## config.mk

```make
export PLATFORM = sky130hd
export DESIGN_NAME = csef_win_queue
export DESIGN_NICKNAME = d
export VERILOG_FILES = /design/src/hw/rtl/csef_pkg.sv /design/src/hw/rtl/csef_win_queue.sv
export SDC_FILE = /design/constraint.sdc
export NUM_CORES = 1
export LEC_CHECK = 0
export BUFFER_PORTS_ARGS = -buffer_cell sky130_fd_sc_hd__buf_4
export CELL_PAD_IN_SITES_DETAIL_PLACEMENT = 1
export CELL_PAD_IN_SITES_GLOBAL_PLACEMENT = 1
export CORE_MARGIN = 2
export CORE_UTILIZATION = 54
export CTS_CLUSTER_DIAMETER = 40
export DETAILED_ROUTE_END_ITERATION = 10
export GPL_TIMING_DRIVEN = 1
export PLACE_DENSITY = 0.94
export SETUP_SLACK_MARGIN = 0.3
export SYNTH_ARGS = -nofsm -noshare
export SYNTH_HDL_FRONTEND = slang
export SYNTH_SLANG_ARGS = --single-unit
```

## constraint.sdc

```tcl
create_clock -name clk -period 15.2 [get_ports clk]
set_input_delay 0 -clock clk [delete_from_list [all_inputs] [get_ports clk]]
set_output_delay 0 -clock clk [all_outputs]
set_load 0.01 [all_outputs]
```

## src/hw/rtl/csef_pkg.sv

```systemverilog
// ----------------------------------------------------------------------------
// csef_pkg: shared types, constants and arithmetic for the compass edge filter
// Line store geometry, register indexes, queue entry types, compass kernel
// table and the per-channel arithmetic used by the back end.
// ----------------------------------------------------------------------------
`default_nettype none

package csef_pkg;

  // Line store geometry
  localparam int LINE_MAX = 2048;
  localparam int LINE_AW  = $clog2(LINE_MAX);

  // Field widths
  localparam int PIX_W   = 24;
  localparam int CHAN_W  = 8;
  localparam int WIDTH_W = 12;
  localparam int ROW_W   = 16;
  localparam int RESP_W  = 12;

  // Configuration port
  localparam int CFG_IDX_W  = 1;
  localparam int CFG_DATA_W = 16;
  localparam logic [CFG_IDX_W-1:0] REG_FRAME_WIDTH  = 1'd0;
  localparam logic [CFG_IDX_W-1:0] REG_FRAME_HEIGHT = 1'd1;
  localparam logic [WIDTH_W-1:0]   WIDTH_RESET  = 12'd640;
  localparam logic [ROW_W-1:0]     HEIGHT_RESET = 16'd480;
  localparam logic [WIDTH_W-1:0]   WIDTH_MIN    = 12'd3;
  localparam logic [ROW_W-1:0]     HEIGHT_MIN   = 16'd3;

  // Queue depths
  localparam int WQ_DEPTH  = 4;
  localparam int WQ_AW     = $clog2(WQ_DEPTH);
  localparam int OUT_DEPTH = 4;
  localparam int OUT_AW    = $clog2(OUT_DEPTH);

  // Arithmetic constants: q = s/8 + 15, v = floor(9q/5), clamp to 255
  localparam logic [7:0]  Q_OFFSET  = 8'd15;
  localparam logic [22:0] RECIP_5   = 23'd3277;  // 2^14/5 rounded up
  localparam int          RECIP_SH  = 14;
  localparam logic [8:0]  BYTE_MAX  = 9'd255;

  // 3x3 window, index = row*3 + col, pixel packed {red, green, blue}
  typedef logic [8:0][PIX_W-1:0]  win_px_t;
  typedef logic [8:0][CHAN_W-1:0] win_ch_t;

  // Front to back transaction
  typedef struct packed {
    win_px_t px;
    logic    zero;   // border center: all channels forced to 0
    logic    last;   // final result of the frame
  } csef_win_t;

  // Output queue entry
  typedef struct packed {
    logic [CHAN_W-1:0] red;
    logic [CHAN_W-1:0] green;
    logic [CHAN_W-1:0] blue;
    logic              last;
  } csef_out_t;

  // Four base compass kernels; the other four are their negations
  localparam logic signed [2:0] KERNEL [4][9] = '{
    '{-3'sd1,  3'sd0,  3'sd1, -3'sd2,  3'sd0,  3'sd2, -3'sd1,  3'sd0,  3'sd1},
    '{ 3'sd0,  3'sd1,  3'sd2, -3'sd1,  3'sd0,  3'sd1, -3'sd2, -3'sd1,  3'sd0},
    '{ 3'sd1,  3'sd2,  3'sd1,  3'sd0,  3'sd0,  3'sd0, -3'sd1, -3'sd2, -3'sd1},
    '{ 3'sd2,  3'sd1,  3'sd0,  3'sd1,  3'sd0, -3'sd1,  3'sd0, -3'sd1, -3'sd2}
  };

  // Pull one channel out of the window (0 red, 1 green, 2 blue)
  function automatic win_ch_t get_chan(input win_px_t px, input int ch);
    win_ch_t r;
    for (int i = 0; i < 9; i++) begin
      r[i] = px[i][(2-ch)*CHAN_W +: CHAN_W];
    end
    return r;
  endfunction

  // Response of one base kernel over one channel
  function automatic logic signed [RESP_W-1:0] kernel_resp(input win_ch_t p, input int k);
    logic signed [RESP_W-1:0] acc;
    acc = '0;
    for (int i = 0; i < 9; i++) begin
      acc = acc + RESP_W'(KERNEL[k][i] * $signed({4'b0, p[i]}));
    end
    return acc;
  endfunction

  // clamp(acc) + clamp(-acc) == min(|acc|, 255)
  function automatic logic [CHAN_W-1:0] resp_mag(input logic signed [RESP_W-1:0] acc);
    logic [RESP_W-1:0] a;
    a = acc[RESP_W-1] ? RESP_W'(-acc) : RESP_W'(acc);
    return (a > RESP_W'(BYTE_MAX)) ? CHAN_W'(BYTE_MAX) : a[CHAN_W-1:0];
  endfunction

  // floor(9q/5) clamped to 255; reciprocal multiply is exact for 9q <= 2047
  function automatic logic [CHAN_W-1:0] scale_out(input logic [7:0] q);
    logic [10:0] x;
    logic [22:0] prod;
    logic [8:0]  v;
    x    = {q, 3'b000} + 11'(q);
    prod = {12'b0, x} * RECIP_5;
    v    = prod[RECIP_SH +: 9];
    return (v > BYTE_MAX) ? CHAN_W'(BYTE_MAX) : v[CHAN_W-1:0];
  endfunction

endpackage

`default_nettype wire

```

## src/hw/rtl/csef_win_queue.sv

```systemverilog
// ----------------------------------------------------------------------------
// csef_win_queue: short queue of 3x3 windows between front and back
// Lets the intake keep running while the filter pipeline waits for space.
// ----------------------------------------------------------------------------
`default_nettype none

module csef_win_queue import csef_pkg::*; (
  input  wire logic      clk,
  input  wire logic      rst,
  input  wire logic      push,
  input  csef_win_t      entry_in,
  output logic           full,
  input  wire logic      pop,
  output csef_win_t      entry_out,
  output logic           empty
);

  csef_win_t        slots [WQ_DEPTH];
  logic [WQ_AW-1:0] wr_ptr;
  logic [WQ_AW-1:0] rd_ptr;
  logic [WQ_AW:0]   count;
  logic             do_push;
  logic             do_pop;

  assign full    = (count == (WQ_AW+1)'(WQ_DEPTH));
  assign empty   = (count == '0);
  assign do_push = push && !full;
  assign do_pop  = pop && !empty;

  // Pointers and fill level
  always_ff @(posedge clk) begin
    if (rst) begin
      wr_ptr <= '0;
      rd_ptr <= '0;
      count  <= '0;
    end else begin
      if (do_push) begin
        wr_ptr <= wr_ptr + WQ_AW'(1);
      end
      if (do_pop) begin
        rd_ptr <= rd_ptr + WQ_AW'(1);
      end
      count <= count + (WQ_AW+1)'(do_push) - (WQ_AW+1)'(do_pop);
    end
  end

  // Storage
  always_ff @(posedge clk) begin
    if (do_push) begin
      slots[wr_ptr] <= entry_in;
    end
  end

  assign entry_out = slots[rd_ptr];

  // Fill level agrees with pointer distance
  a_count_ptr: assert property (@(posedge clk) disable iff (rst)
    (count != (WQ_AW+1)'(WQ_DEPTH)) |-> (count[WQ_AW-1:0] == WQ_AW'(wr_ptr - rd_ptr)))
    else $error("window queue level out of step with pointers");

endmodule

`default_nettype wire

```

* Word level (Yosys, flattened, before mapping) *
Memories as Yosys holds them, arrays and structs flattened. A register that Yosys moved wholly into a read port is not among the register bits.
Index checks and enable logic that the tools add are counted.

operators by class
  add/sub/neg operators = 4
  equality and inequality tests = 1
  reduce and logical (&&, ||, !) cells = 5
  mux-type cells = 4

operators by type and width
  operator                                                       count
  2-bit by 1-bit adder with 2-bit output, second input constant  2
  2-bit 2-to-1 mux                                               2
  3-bit by 1-bit adder with 3-bit output                         1
  3-bit equality test, second input constant                     1
  3-bit zero test                                                1
  3-bit by 1-bit subtractor with 3-bit output                    1
  1-bit logical AND                                              2
  1-bit zero test                                                2
  1-bit 2-to-1 mux                                               2

word-level totals
  memories = 1
  register bits after elaboration = 7
  memory bits (writable) = 872
  output and inout bits = 220
  input bits = 222

memories
  memory  words  width  read ports  clocked after Yosys merged registers in  wr ports  line                  source
  slots   4      218    1           1                                        1         csef_win_queue.sv:18  csef_win_t slots [WQ_DEPTH];

* Logic depth before layout (Yosys ltp) *
  depth in word-level cells = 5
  gate-level depth with buffers = 10

* Least setup slack after synthesis *
OpenSTA, ideal clock, no wires.

  path type = flip-flop to flip-flop
  start = register count[2]
  end = memory slots[0][0] (netlist name) (enable)
  path slack = 8.836 ns
  stages on the path, launching flop included = 4
  clock period less this slack = 6.364 ns
  path buffers = 0
  arrival = 5.758 ns
  data required time = 14.594 ns
  library setup time = 0.606 ns
  cells stage by stage = dfxtp_1 nor3b_1 nor2_1 and2_1

on the way
  cells in the longest elaborated chain, start to end = 5

ends and longest elaborated chain
  element                                 line                  source
  from (decl)                             csef_win_queue.sv:21  logic [WQ_AW:0] count;
  from (signal assigned)                  csef_win_queue.sv:43  count <= count + (WQ_AW+1)'(do_push) - (WQ_AW+1)'(do_pop);
  3-bit equality test                     csef_win_queue.sv:25  assign full = (count == (WQ_AW+1)'(WQ_DEPTH));
  via full                                csef_win_queue.sv:12  output logic full,
  1-bit zero test                         csef_win_queue.sv:27  assign do_push = push && !full;
  1-bit logical AND                       csef_win_queue.sv:27
  1-bit 2-to-1 mux                        csef_win_queue.sv:49  if (do_push) begin
  1-bit 2-to-1 mux (implied by the code)  csef_win_queue.sv:50  slots[wr_ptr] <= entry_in;
  to (decl)                               csef_win_queue.sv:18

The timed path passes the listed nets, and every way through them passes these cells.

==> flow_metrics.env <==
export IMPL_grt_antenna_before_repair=9
export IMPL_row_count=89
export IMPL_synth_cell_types=25
export IMPL_synthCells=1189
export IMPL_synthesis_nets=1418
export IMPL_worst_setup_hold_path_clk_slew_ns=0.06
export IMPL_crit_chain="buf_12, buf_4, mux4_2, buf_4"
export IMPL_cts_made_buffers=111
export IMPL_ys_seq_area_share_pct=82.8
export IMPL_fin_area_sq_um=42100
export IMPL_core_sq_um=58700
export IMPL_crit_buf_inv=3
export IMPL_clk_latency_ns=0.68
export IMPL_wl_mm=97.9
export IMPL_cts_tree="done"
export IMPL_r2r_setup_slack_ns=11.29
export IMPL_p_leak_uw=0.0143
export IMPL_portBuffers=441
export IMPL_finalHoldViolCount=0
export IMPL_dr_pass1_iters=5
export IMPL_drv_slew=0
export IMPL_crit_arrival_ns=4.18
export IMPL_grt_max_degree=97
export IMPL_cts_sinks=881
export IMPL_report_power_total_uw=7480
export IMPL_worst_path_largest_cell_delay_ns=0.91
export IMPL_placed_cell_area_sq_um=36000
export IMPL_critPathKind="flop to primary output"
export IMPL_drtIter0Drc=1593
export IMPL_ios=442
export IMPL_nNetsFinal=2162
export IMPL_fmax_ghz=0.239
export IMPL_end_kind="primary output"
export IMPL_cp_required_ns=15.20
export IMPL_timing_rr_start="count[1]"
export IMPL_dieArea_sq_um=60900
export IMPL_synth_ff_latch_count=881
export IMPL_maxSlewHeadroom_pct=18.5
export IMPL_period_minus_slack_ns=4.18
export IMPL_fillers=4316
export IMPL_rsz0062_at_grt="no"
export IMPL_seqCellArea_sq_um=26400
export IMPL_cp_start_kind="flop"
export IMPL_grt_total_usage_pct=32.4
export IMPL_die_w_um=247
export IMPL_period_share_pct=27.5
export IMPL_crit_path_frequent_cell="buf_4"
export IMPL_hpwl_mm=46.8
export IMPL_slowest_stage="dfxtp_4"
export IMPL_tightest_slew_ns=1.22
export IMPL_die_height_um=247
export IMPL_overflow=0
export IMPL_synth_edf_count=872
export IMPL_hold_path_class="primary input to flop"
export IMPL_start_util_pct=54.3
export IMPL_wl_per_cell_um=34.9
export IMPL_crit_family="buffers and inverters"
export IMPL_synth_avg_cell_area_sq_um=26.8
export IMPL_setup_violations_final=0
export IMPL_gp_congestion=0.779
export IMPL_viasPerCell=6.02
export IMPL_area_growth_syn_to_layout_pct=32.1
export IMPL_outcome="finished clean"
export IMPL_postSynth_asyncResetShare_pct=0
export IMPL_irDropWorstVdd_v=0.000131
export IMPL_grt_pass1_wl_mm=137
export IMPL_cts_buffer_depth=3
export IMPL_drc_errors=0
export IMPL_worst_path_max_fanout=96
export IMPL_worstHoldStart="entry_in[58]"
export IMPL_yosys_warnings=0
export IMPL_multiInputGateArea_sq_um=5170
export IMPL_fin_cells=2808
export IMPL_syn_cell_area_sq_um=31800
export IMPL_ant_nets=0
export IMPL_fin_skew_ns=0.0378
export IMPL_max_cap_violations=0
export IMPL_cts_max_level=3
export IMPL_powerDensity_nw_per_um2=178
export IMPL_ys_flop_type="edfxtp_1"
export IMPL_cts_root_buffer="clkbuf_16"
export IMPL_layout_drive_gt1_share_pct=43.2
export IMPL_placedCellCount=2372
export IMPL_grt_pass1_vias=18612
export IMPL_tns_ns=0
export IMPL_via_count=16908
## area by class of cell
| class | count | share of cell area [%] |
|---|---|---|
| antenna | 6 | 0.0357 |
| clock buffer | 120 | 6.79 |
| clock inverter | 89 | 2.32 |
| inverter | 8 | 0.0714 |
| multi-input combinational | 251 | 12.3 |
| sequential | 881 | 62.7 |
| tap | 773 | 2.30 |
| timing repair buffer | 680 | 13.5 |
## sequential cells by signal, indices dropped and copies added (netlist names), named ones only
signal and flops:
rd_ptr 2, wr_ptr 2, count 3, slots 872
## cells in the mapped netlist, types with 2 or more instances
master	instances	area share (%)
edfxtp_1	872	82
mux4_2	218	15
buf_2	22	0.35
buf_4	13	0.31
dfxtp_1	9	0.57
buf_1	8	0.094
inv_1	8	0.094
ha_1	6	0.24
and2_1	4	0.079
nor2_1	4	0.047
buf_6	3	0.11
clkbuf_1	3	0.035
a21oi_1	2	0.031
nand2b_1	2	0.039
nor2b_1	2	0.039
o21ai_0	2	0.031
or3_1	2	0.039
xnor2_1	2	0.055
## layout by cell type (no fill, tap or decap), types with 8 or more instances in the layout
| master | instances |
|---|---|
| buf_4 | 458 |
| bufinv_16 | 13 |
| clkbuf_16 | 113 |
| clkinv_1 | 9 |
| clkinv_2 | 10 |
| clkinv_4 | 10 |
| clkinvlp_4 | 17 |
| dlygate4sd3_1 | 221 |
| edfxtp_1 | 872 |
| inv_1 | 8 |
| inv_6 | 22 |
| mux4_2 | 218 |
## stage by stage
step                      utilization, %  hold slack, ns  setup slack [ns]
final                               71.7          0.0767             11.02
after global routing                71.7          0.0752             10.64
after CTS                           71.6          0.0516             10.98
after detailed placement            61.3           0.203             11.52
after global placement              61.3           0.198             11.67
after floorplan                        -          0.0989              8.84
## cells by family after synthesis
| group | count (synthesis) | share of synthesized area, % |
|---|---|---|
| flip-flops | 881 | 82.8 |
| multiplexers | 219 | 15.5 |
| buffers and inverters | 57 | 0.982 |
| AND/OR/NAND/NOR | 17 | 0.295 |
| adder cells (fa/ha/maj) | 7 | 0.299 |
| AO/OA/AOI/OAI | 5 | 0.0865 |
| XOR/XNOR | 3 | 0.0825 |
## worst reg2reg max path, stage by stage, from the launching register on
cell     delay, ns
dfxtp_1       0.46
nor3b_1       0.16
nor2_1        0.41
and2_4        0.46
buf_4         0.91
buf_4         1.07
## power breakdown
part           internal [uW]  switching, uW  total, uW
clock network           1610           1170       2790
logic                    812            838       1650
registers               2920            119       3040
## timing repair
action | CTS | global route
hold buffers | 221 | 0
resized for setup | 0 | 0
setup buffers | 0 | 0
setup endpoints to repair | 0 | 0
endpoints found under the hold margin | 881 | 0
## path summary, 6_finish.rpt
kind,endpoint,depth (start not counted)
setup reg to reg,slots[2][67],5
hold reg to reg,flop,2
hold / removal,slots[1][58],2
setup / recovery,entry_out[93],4
## metal layers
metal / up-vias / track usage [%] / share of wire [%] / routed length, um
met5: - / 0 / 0.036 / 35
met4: 6 / 11.1 / 3.3 / 3220
met3: 194 / 8.27 / 8.2 / 8060
met2: 1071 / 57.9 / 54 / 53100
met1: 8960 / 38.3 / 34 / 33600
li1: 6677 / - / - / -
No activity file was read; power rests on OpenSTA's default activity.
