[config.mk]
export PLATFORM = sky130hd
export DESIGN_NAME = csef_back
export DESIGN_NICKNAME = d
export VERILOG_FILES = /design/src/hw/rtl/csef_pkg.sv /design/src/hw/rtl/csef_back.sv
export SDC_FILE = /design/constraint.sdc
export NUM_CORES = 2
export LEC_CHECK = 0
export BUFFER_PORTS_ARGS = -buffer_cell sky130_fd_sc_hd__buf_2
export CORE_MARGIN = 4
export CORE_UTILIZATION = 64
export DETAILED_ROUTE_END_ITERATION = 6
export PLACE_DENSITY = 0.83
export SLEW_MARGIN = 5
export SYNTH_ARGS = -nofsm -noshare
export SYNTH_HDL_FRONTEND = slang
export SYNTH_SLANG_ARGS = --single-unit
[constraint.sdc]
create_clock -name clk -period 8.82 [get_ports clk]
set_input_delay 0.441 -clock clk [delete_from_list [all_inputs] [get_ports clk]]
set_output_delay 0.441 -clock clk [all_outputs]
set_load 0.02 [all_outputs]
[src/hw/rtl/csef_pkg.sv]
// ----------------------------------------------------------------------------
// csef_pkg: shared types, constants and arithmetic for the compass edge filter
// Line store geometry, register indexes, queue entry types, compass kernel
// table and the per-channel arithmetic used by the back end.
// ----------------------------------------------------------------------------
`default_nettype none

package csef_pkg;

  // Line store geometry
  localparam int LINE_MAX = 2048;
  localparam int LINE_AW  = $clog2(LINE_MAX);

  // Field widths
  localparam int PIX_W   = 24;
  localparam int CHAN_W  = 8;
  localparam int WIDTH_W = 12;
  localparam int ROW_W   = 16;
  localparam int RESP_W  = 12;

  // Configuration port
  localparam int CFG_IDX_W  = 1;
  localparam int CFG_DATA_W = 16;
  localparam logic [CFG_IDX_W-1:0] REG_FRAME_WIDTH  = 1'd0;
  localparam logic [CFG_IDX_W-1:0] REG_FRAME_HEIGHT = 1'd1;
  localparam logic [WIDTH_W-1:0]   WIDTH_RESET  = 12'd640;
  localparam logic [ROW_W-1:0]     HEIGHT_RESET = 16'd480;
  localparam logic [WIDTH_W-1:0]   WIDTH_MIN    = 12'd3;
  localparam logic [ROW_W-1:0]     HEIGHT_MIN   = 16'd3;

  // Queue depths
  localparam int WQ_DEPTH  = 4;
  localparam int WQ_AW     = $clog2(WQ_DEPTH);
  localparam int OUT_DEPTH = 4;
  localparam int OUT_AW    = $clog2(OUT_DEPTH);

  // Arithmetic constants: q = s/8 + 15, v = floor(9q/5), clamp to 255
  localparam logic [7:0]  Q_OFFSET  = 8'd15;
  localparam logic [22:0] RECIP_5   = 23'd3277;  // 2^14/5 rounded up
  localparam int          RECIP_SH  = 14;
  localparam logic [8:0]  BYTE_MAX  = 9'd255;

  // 3x3 window, index = row*3 + col, pixel packed {red, green, blue}
  typedef logic [8:0][PIX_W-1:0]  win_px_t;
  typedef logic [8:0][CHAN_W-1:0] win_ch_t;

  // Front to back transaction
  typedef struct packed {
    win_px_t px;
    logic    zero;   // border center: all channels forced to 0
    logic    last;   // final result of the frame
  } csef_win_t;

  // Output queue entry
  typedef struct packed {
    logic [CHAN_W-1:0] red;
    logic [CHAN_W-1:0] green;
    logic [CHAN_W-1:0] blue;
    logic              last;
  } csef_out_t;

  // Four base compass kernels; the other four are their negations
  localparam logic signed [2:0] KERNEL [4][9] = '{
    '{-3'sd1,  3'sd0,  3'sd1, -3'sd2,  3'sd0,  3'sd2, -3'sd1,  3'sd0,  3'sd1},
    '{ 3'sd0,  3'sd1,  3'sd2, -3'sd1,  3'sd0,  3'sd1, -3'sd2, -3'sd1,  3'sd0},
    '{ 3'sd1,  3'sd2,  3'sd1,  3'sd0,  3'sd0,  3'sd0, -3'sd1, -3'sd2, -3'sd1},
    '{ 3'sd2,  3'sd1,  3'sd0,  3'sd1,  3'sd0, -3'sd1,  3'sd0, -3'sd1, -3'sd2}
  };

  // Pull one channel out of the window (0 red, 1 green, 2 blue)
  function automatic win_ch_t get_chan(input win_px_t px, input int ch);
    win_ch_t r;
    for (int i = 0; i < 9; i++) begin
      r[i] = px[i][(2-ch)*CHAN_W +: CHAN_W];
    end
    return r;
  endfunction

  // Response of one base kernel over one channel
  function automatic logic signed [RESP_W-1:0] kernel_resp(input win_ch_t p, input int k);
    logic signed [RESP_W-1:0] acc;
    acc = '0;
    for (int i = 0; i < 9; i++) begin
      acc = acc + RESP_W'(KERNEL[k][i] * $signed({4'b0, p[i]}));
    end
    return acc;
  endfunction

  // clamp(acc) + clamp(-acc) == min(|acc|, 255)
  function automatic logic [CHAN_W-1:0] resp_mag(input logic signed [RESP_W-1:0] acc);
    logic [RESP_W-1:0] a;
    a = acc[RESP_W-1] ? RESP_W'(-acc) : RESP_W'(acc);
    return (a > RESP_W'(BYTE_MAX)) ? CHAN_W'(BYTE_MAX) : a[CHAN_W-1:0];
  endfunction

  // floor(9q/5) clamped to 255; reciprocal multiply is exact for 9q <= 2047
  function automatic logic [CHAN_W-1:0] scale_out(input logic [7:0] q);
    logic [10:0] x;
    logic [22:0] prod;
    logic [8:0]  v;
    x    = {q, 3'b000} + 11'(q);
    prod = {12'b0, x} * RECIP_5;
    v    = prod[RECIP_SH +: 9];
    return (v > BYTE_MAX) ? CHAN_W'(BYTE_MAX) : v[CHAN_W-1:0];
  endfunction

endpackage

`default_nettype wire

[src/hw/rtl/csef_back.sv]
// ----------------------------------------------------------------------------
// csef_back: compass kernel pipeline and result queue
// Per-channel arithmetic (registered kernel responses and magnitude sum, then
// scale) feeding a small output queue; issue is gated by queue credit.
// ----------------------------------------------------------------------------
`default_nettype none

module csef_back import csef_pkg::*; (
  input  wire logic               clk,
  input  wire logic               rst,
  // window queue
  input  wire logic               q_empty,
  input  csef_win_t               q_entry,
  output logic                    q_pop,
  // result channel
  output logic                    empty,
  input  wire logic               pop,
  output logic [CHAN_W-1:0]       out_red,
  output logic [CHAN_W-1:0]       out_green,
  output logic [CHAN_W-1:0]       out_blue,
  output logic                    frame_last
);

  logic                          b1_valid;
  logic signed [RESP_W-1:0]      b1_resp [3][4];
  logic                          b1_zero;
  logic                          b1_last;

  logic                          b2_valid;
  logic [7:0]                    b2_q [3];
  logic                          b2_zero;
  logic                          b2_last;

  csef_out_t                     res_in;
  csef_out_t                     slots [OUT_DEPTH];
  logic [OUT_AW-1:0]             wr_ptr;
  logic [OUT_AW-1:0]             rd_ptr;
  logic [OUT_AW:0]               out_count;
  logic [OUT_AW+1:0]             committed;
  logic                          do_pop;

  // Credit: queued plus in-flight results must fit the output queue
  assign committed = (OUT_AW+2)'(out_count) + (OUT_AW+2)'(b1_valid) +
                     (OUT_AW+2)'(b2_valid);
  assign q_pop     = !q_empty && (committed < (OUT_AW+2)'(OUT_DEPTH));
  assign do_pop    = pop && !empty;

  // Stage valids
  always_ff @(posedge clk) begin
    if (rst) begin
      b1_valid <= 1'b0;
      b2_valid <= 1'b0;
    end else begin
      b1_valid <= q_pop;
      b2_valid <= b1_valid;
    end
  end

  // Stage B1: kernel responses
  always_ff @(posedge clk) begin
    for (int ch = 0; ch < 3; ch++) begin
      for (int k = 0; k < 4; k++) begin
        b1_resp[ch][k] <= kernel_resp(get_chan(q_entry.px, ch), k);
      end
    end
    b1_zero <= q_entry.zero;
    b1_last <= q_entry.last;
  end

  // Stage B2: magnitude sum, s/8 + 15
  always_ff @(posedge clk) begin
    logic [9:0] s;
    for (int ch = 0; ch < 3; ch++) begin
      s = '0;
      for (int k = 0; k < 4; k++) begin
        s = s + 10'(resp_mag(b1_resp[ch][k]));
      end
      b2_q[ch] <= 8'(s[9:3]) + Q_OFFSET;
    end
    b2_zero <= b1_zero;
    b2_last <= b1_last;
  end

  // Final scale, border centers forced to zero
  always_comb begin
    res_in.red   = b2_zero ? '0 : scale_out(b2_q[0]);
    res_in.green = b2_zero ? '0 : scale_out(b2_q[1]);
    res_in.blue  = b2_zero ? '0 : scale_out(b2_q[2]);
    res_in.last  = b2_last;
  end

  // Output queue pointers and level
  always_ff @(posedge clk) begin
    if (rst) begin
      wr_ptr    <= '0;
      rd_ptr    <= '0;
      out_count <= '0;
    end else begin
      if (b2_valid) begin
        wr_ptr <= wr_ptr + OUT_AW'(1);
      end
      if (do_pop) begin
        rd_ptr <= rd_ptr + OUT_AW'(1);
      end
      out_count <= out_count + (OUT_AW+1)'(b2_valid) - (OUT_AW+1)'(do_pop);
    end
  end

  always_ff @(posedge clk) begin
    if (b2_valid) begin
      slots[wr_ptr] <= res_in;
    end
  end

  assign empty      = (out_count == '0);
  assign out_red    = slots[rd_ptr].red;
  assign out_green  = slots[rd_ptr].green;
  assign out_blue   = slots[rd_ptr].blue;
  assign frame_last = slots[rd_ptr].last;

  // Credit accounting never overcommits the output queue
  a_credit: assert property (@(posedge clk) disable iff (rst)
    committed <= (OUT_AW+2)'(OUT_DEPTH))
    else $error("output queue overcommitted");

  // A result leaving the pipeline always finds a free slot
  a_room: assert property (@(posedge clk) disable iff (rst)
    b2_valid |-> (out_count < (OUT_AW+1)'(OUT_DEPTH)))
    else $error("result written into full output queue");

endmodule

`default_nettype wire
Word level (Yosys, flattened, before mapping)
Memories as Yosys holds them, arrays and structs flattened. A register that Yosys moved wholly into a read port is not among the register bits.
Cells that the tools add are included.
- add/subtract/negate cells: 123
- multipliers: 3
- order comparisons: 16
- multiplexer cells: 34
- reductions and logical operators: 5
- operator list (operator ; number):
    $add 12x12->12 ; 30
    $neg 8->12 ; 18
    $gt 12x8->1 const B ; 12
    $mux 12 ; 12
    $mux 8 ; 18
    $neg 12->12 ; 12
    $neg 8->11 ; 12
    $add 12x9->12 ; 9
    $mul 11x12->23 const B ; 3
    $add 10x8->11 ; 6
    $add 8x9->10 ; 6
    $add 9x8->10 ; 6
    $add 11x12->12 ; 3
    $add 12x10->12 ; 3
    $add 11x8->11 ; 3
    $add 10x8->10 ; 3
    $add 8x8->9 ; 3
    $gt 9x8->1 const B ; 3
    $add 7x4->8 const B ; 3
    $add 2x1->2 const B ; 2
    $add 3x1->4 ; 1
    $add 4x1->4 ; 1
    $lt 4x3->1 const B ; 1
    $mux 2 ; 2
    other kinds (6) ; 9
- bits in registers: 13
- memory bits (writable): 268
- input bits: 222
- output and inout bits: 27
- logic and storage cells: 193
- memories kept: 3
- memories (name ; words ; width ; read ports ; clocked after Yosys merged registers in ; wr ports ; line ; text):
    b1_resp ; 3 ; 48 ; 3 ; 0 ; 3 ; csef_back.sv:25 ; logic signed [RESP_W-1:0] b1_resp [3][4];
    slots ; 4 ; 25 ; 1 ; 1 ; 1 ; csef_back.sv:35 ; csef_out_t slots [OUT_DEPTH];
    b2_q ; 3 ; 8 ; 3 ; 0 ; 3 ; csef_back.sv:30 ; logic [7:0] b2_q [3];

Depth between registers and ports, before layout
An unclocked memory read counts as a cell.
- word-level depth: 9
- gate-level depth with buffers: 27
- depth with buffers taken out: 27

Least setup slack after synthesis
OpenSTA, ideal clock, no wires.
- path kind: flip-flop to flip-flop
- from: memory b2_q[2][1], in the netlist b2_q[0][17]
- to: memory slots[0][1] in the netlist's numbering (data pin)
- setup time: 0.295 ns
- arrival: 6.419 ns
- data required time: 8.525 ns
- setup slack: 2.106 ns
- cell stages (with the launch flop): 24
- path buffers: 0
- period minus slack after synthesis: 6.714 ns
- cell sequence: dfxtp_1 ha_1 a21o_1 a21oi_1 nor2b_1 or4b_1 o211ai_1 xor2_1 fa_1 fa_1 inv_1 fa_1 fa_1 inv_1 ha_1 a2111oi_0 o21ai_0 a21oi_1 nor3_1 o31a_1 or3b_1 a31oi_1 xnor2_1 a21oi_1
- RTL lines (element ; line):
    start: declaration ; csef_back.sv:30
    end: declaration ; csef_back.sv:35

==> impl_results.md <==
- CP dominant cell by count: fa_1
- Crit start category: flop
- DPL Wire Length: 70.4 mm
- Initial DRC count: 1510
- ANT nets after route: 0
- Starting Density: 0.647
- Final period util: 0.856
- Bufs and invs on worst path: 2
- Vias: 26.2k
- Kind of cell adding the most delay to the critical path: adder cells
- Largest net degree at the start of global routing: 26
- Share of cells above drive strength 1: 0.0850
- Fin Setup TNS: 0 ns
- Routability-driven placement congestion ratio: 0.955
- Core Rows: 87
- Max-cap violations: 0
- Syn nets: 4928
- FF-to-FF Start: b2_q[0][17]$_DFF_P_
- CP Cell Sequence: ha_1, a21o_1, a21oi_1, nor2b_1, or4b_1, o211ai_1, xor2_1, fa_1, fa_1, inv_1, fa_1, fa_1, inv_1, ha_1, a2111oi_0, o21ai_0, a21oi_1, nor3_1, o31a_1, or3b_1, a31oi_1, xnor2_1, a21oi_1
- Slowest stage delay, CP: 0.57 ns
- Final setup violating endpoints: 0
- Fin Clk Skew: 0.0210 ns
- Synth cell types: 78
- Ys async rst share: 0
- Die W: 247 um
- Post-route minimum period: 7.55 ns
- Yosys Warn Count: 0
- Synth area leaders: fa_1 (25%), ha_1 (18%), dfxtp_1 (9.9%), edfxtp_1 (8.2%), inv_1 (8.0%)
- Slew @ Worst Pin: 1.02 ns
- Post-Syn Instances: 3708
- Fillers: 4071
- Area Overhead vs Synth: 8.21%
- DRC Markers: 12
- Leading area contributor after synthesis: fa_1
- Final Util: 0.700
- Seq cells post-synth: 280
- DR WL/cell: 17.4 um
- Setup repair bufs after CTS: 0
- Htree depth: 1
- Outcome: complete, but fails checks
- Clk buf depth: 3
- Grt ovf: 0
- Post-synth top flop: dfxtp_1
- Total wire length: 82.1 mm
- Clock Sink Count: 280
- Fmax: 0.132 GHz
- R2r worst-path depth: 23
- Slowest-stage cell, CP: dfxtp_1
- Failing checks: DRC
- Hold Crit Depth: 2
- Root Buffer Master: clkbuf_16
- CTS buffer count: 31
- EDFF count, synth: 100
- Nets: 5162
- Port Buffers: 224
- Die height: 247 um
- Hold path endpoint: b1_valid$_SDFF_PP0_
- Critical path type: reg -> reg
- Register area share after synthesis: 0.181
- Post-CTS Resized: 0
- RSZ-0062 raised after global routing: false
- Core Box Area: 56500 um^2
- Mapped Area: 36600 um^2
- R2r setup slk: 1.27 ns
- Yosys top cell area share: 0.254
- Min-delay src: q_empty
- WP data arrival: 7.81 ns
- Worst r2r dst: slots[0][6]$_DFFE_PP_
- Most common cell after layout, fill and taps aside: inv_1
- Rel. slew slack: 0.321
- Reg clk slew, reported paths: 0.06 ns
- TritonCTS clock tree: yes
- Synthesized area per cell: 9.86 um^2
- Gr usage total: 0.275
- Max Slew Vio Count: 0
- Vias in the first global route: 27.5k
- First-pass iteration count of the detailed router: 7
- Initial antenna violation count: 11
- Largest fanout on the critical path: 8
- Global-route wire length before repair: 135 mm
- Clock insertion delay at the later pin of the skew report: 0.59 ns
- Crit. End Element: flop
- Hold crit path type: in -> reg
- Most frequent cells in the layout: inv_1 (780), ha_1 (535), fa_1 (463)
- Final Hold Viols: 0
- Hold Buf Count CTS: 2
- Io pins: 249
- Via/cell ratio: 5.53
- Worst Path Required: 9.08 ns
- DIE AREA: 61000 um^2
[synth_stat cells (12+ instances only)]
cell / n
inv_1: 780
ha_1: 535
fa_1: 463
xnor2_1: 284
a21oi_1: 206
nand2_1: 187
dfxtp_1: 180
xor2_1: 138
nor2_1: 109
edfxtp_1: 100
o21ai_0: 90
o21bai_1: 68
nor3_1: 56
a21o_1: 52
nor2b_1: 43
or3_1: 35
nand2b_1: 34
nand3_1: 32
clkbuf_1: 26
mux4_2: 25
or4_1: 22
and2_1: 21
o31ai_1: 19
o211ai_1: 15
nor3b_1: 13
nand4_1: 12
nor4_1: 12
[per-layer routing]
layer,part of all wire,global-route usage,up-vias
met5,0,0,-
met4,0.032,0.0849,0
met3,0.059,0.0413,171
met2,0.49,0.467,749
met1,0.42,0.365,12661
li1,-,-,12592
[sequential cells by signal, summed over array words and instances (netlist names), 2 cells and up, named ones only]
signal	count
out_count	3
wr_ptr	2
slots	100
b1_resp	141
rd_ptr	2
b2_q	24
[how the worst max path moves through the flow]
| stage | startpoint | to | slack, ns | depth (start not counted) |
|---|---|---|---|---|
| floorplan | b2_q[0][17]$_DFF_P_ | slots[0][1]$_DFFE_PP_ | 2.11 | 23 |
| finish | b2_q[0][17]$_DFF_P_ | slots[0][6]$_DFFE_PP_ | 1.27 | 23 |
| global route | b2_q[0][17]$_DFF_P_ | slots[1][6]$_DFFE_PP_ | 0.67 | 24 |
| global placement | b2_q[0][17]$_DFF_P_ | slots[2][8]$_DFFE_PP_ | 1.49 | 23 |
| detailed placement | b2_q[0][17]$_DFF_P_ | slots[2][2]$_DFFE_PP_ | 1.30 | 23 |
| CTS | b2_q[0][17]$_DFF_P_ | slots[0][6]$_DFFE_PP_ | 1.21 | 23 |
[layout make-up]
class / count / area [um^2] / share of cell area
Multi-Input combinational cell: 2616 / 26900 / 0.680
Tap cell: 756 / 946 / 0.0239
Sequential cell: 280 / 6610 / 0.167
Clock inverter: 16 / 126 / 0.00320
Antenna cell: 10 / 25.0 / 0.000633
Clock buffer: 40 / 830 / 0.0210
Timing Repair Buffer: 233 / 1190 / 0.0302
Inverter: 780 / 2930 / 0.0740
[cell families (layout without fill, tap and decap cells)]
| kind of cell | Yosys count | after routing | share of synthesized area |
|---|---|---|---|
| other cells | 0 | 10 | 0 |
| mux | 41 | 41 | 0.0203 |
| xor+xnor | 422 | 422 | 0.101 |
| buf+inv | 812 | 1069 | 0.0835 |
| simple gates | 614 | 614 | 0.0850 |
| compound gates | 541 | 541 | 0.0927 |
| fa+ha+maj | 998 | 998 | 0.437 |
| flops | 280 | 280 | 0.181 |
[through the flow]
stage	hold slack [ns]	setup slack (ns)	cell area (um^2)	cells
3_3_place_gp	0.316	1.49	38500	4663
2_1_floorplan	0.310	2.11	36600	3708
4_1_cts	0.0168	1.21	39500	4721
3_5_place_dp	0.323	1.30	38500	4663
6_report	0.0484	1.27	39600	4731
5_1_grt	0.0361	0.667	39600	4731
Power is left out: the tool's default activity adds up to more than one toggle a clock period on the data nets, which glitch-free logic cannot reach.
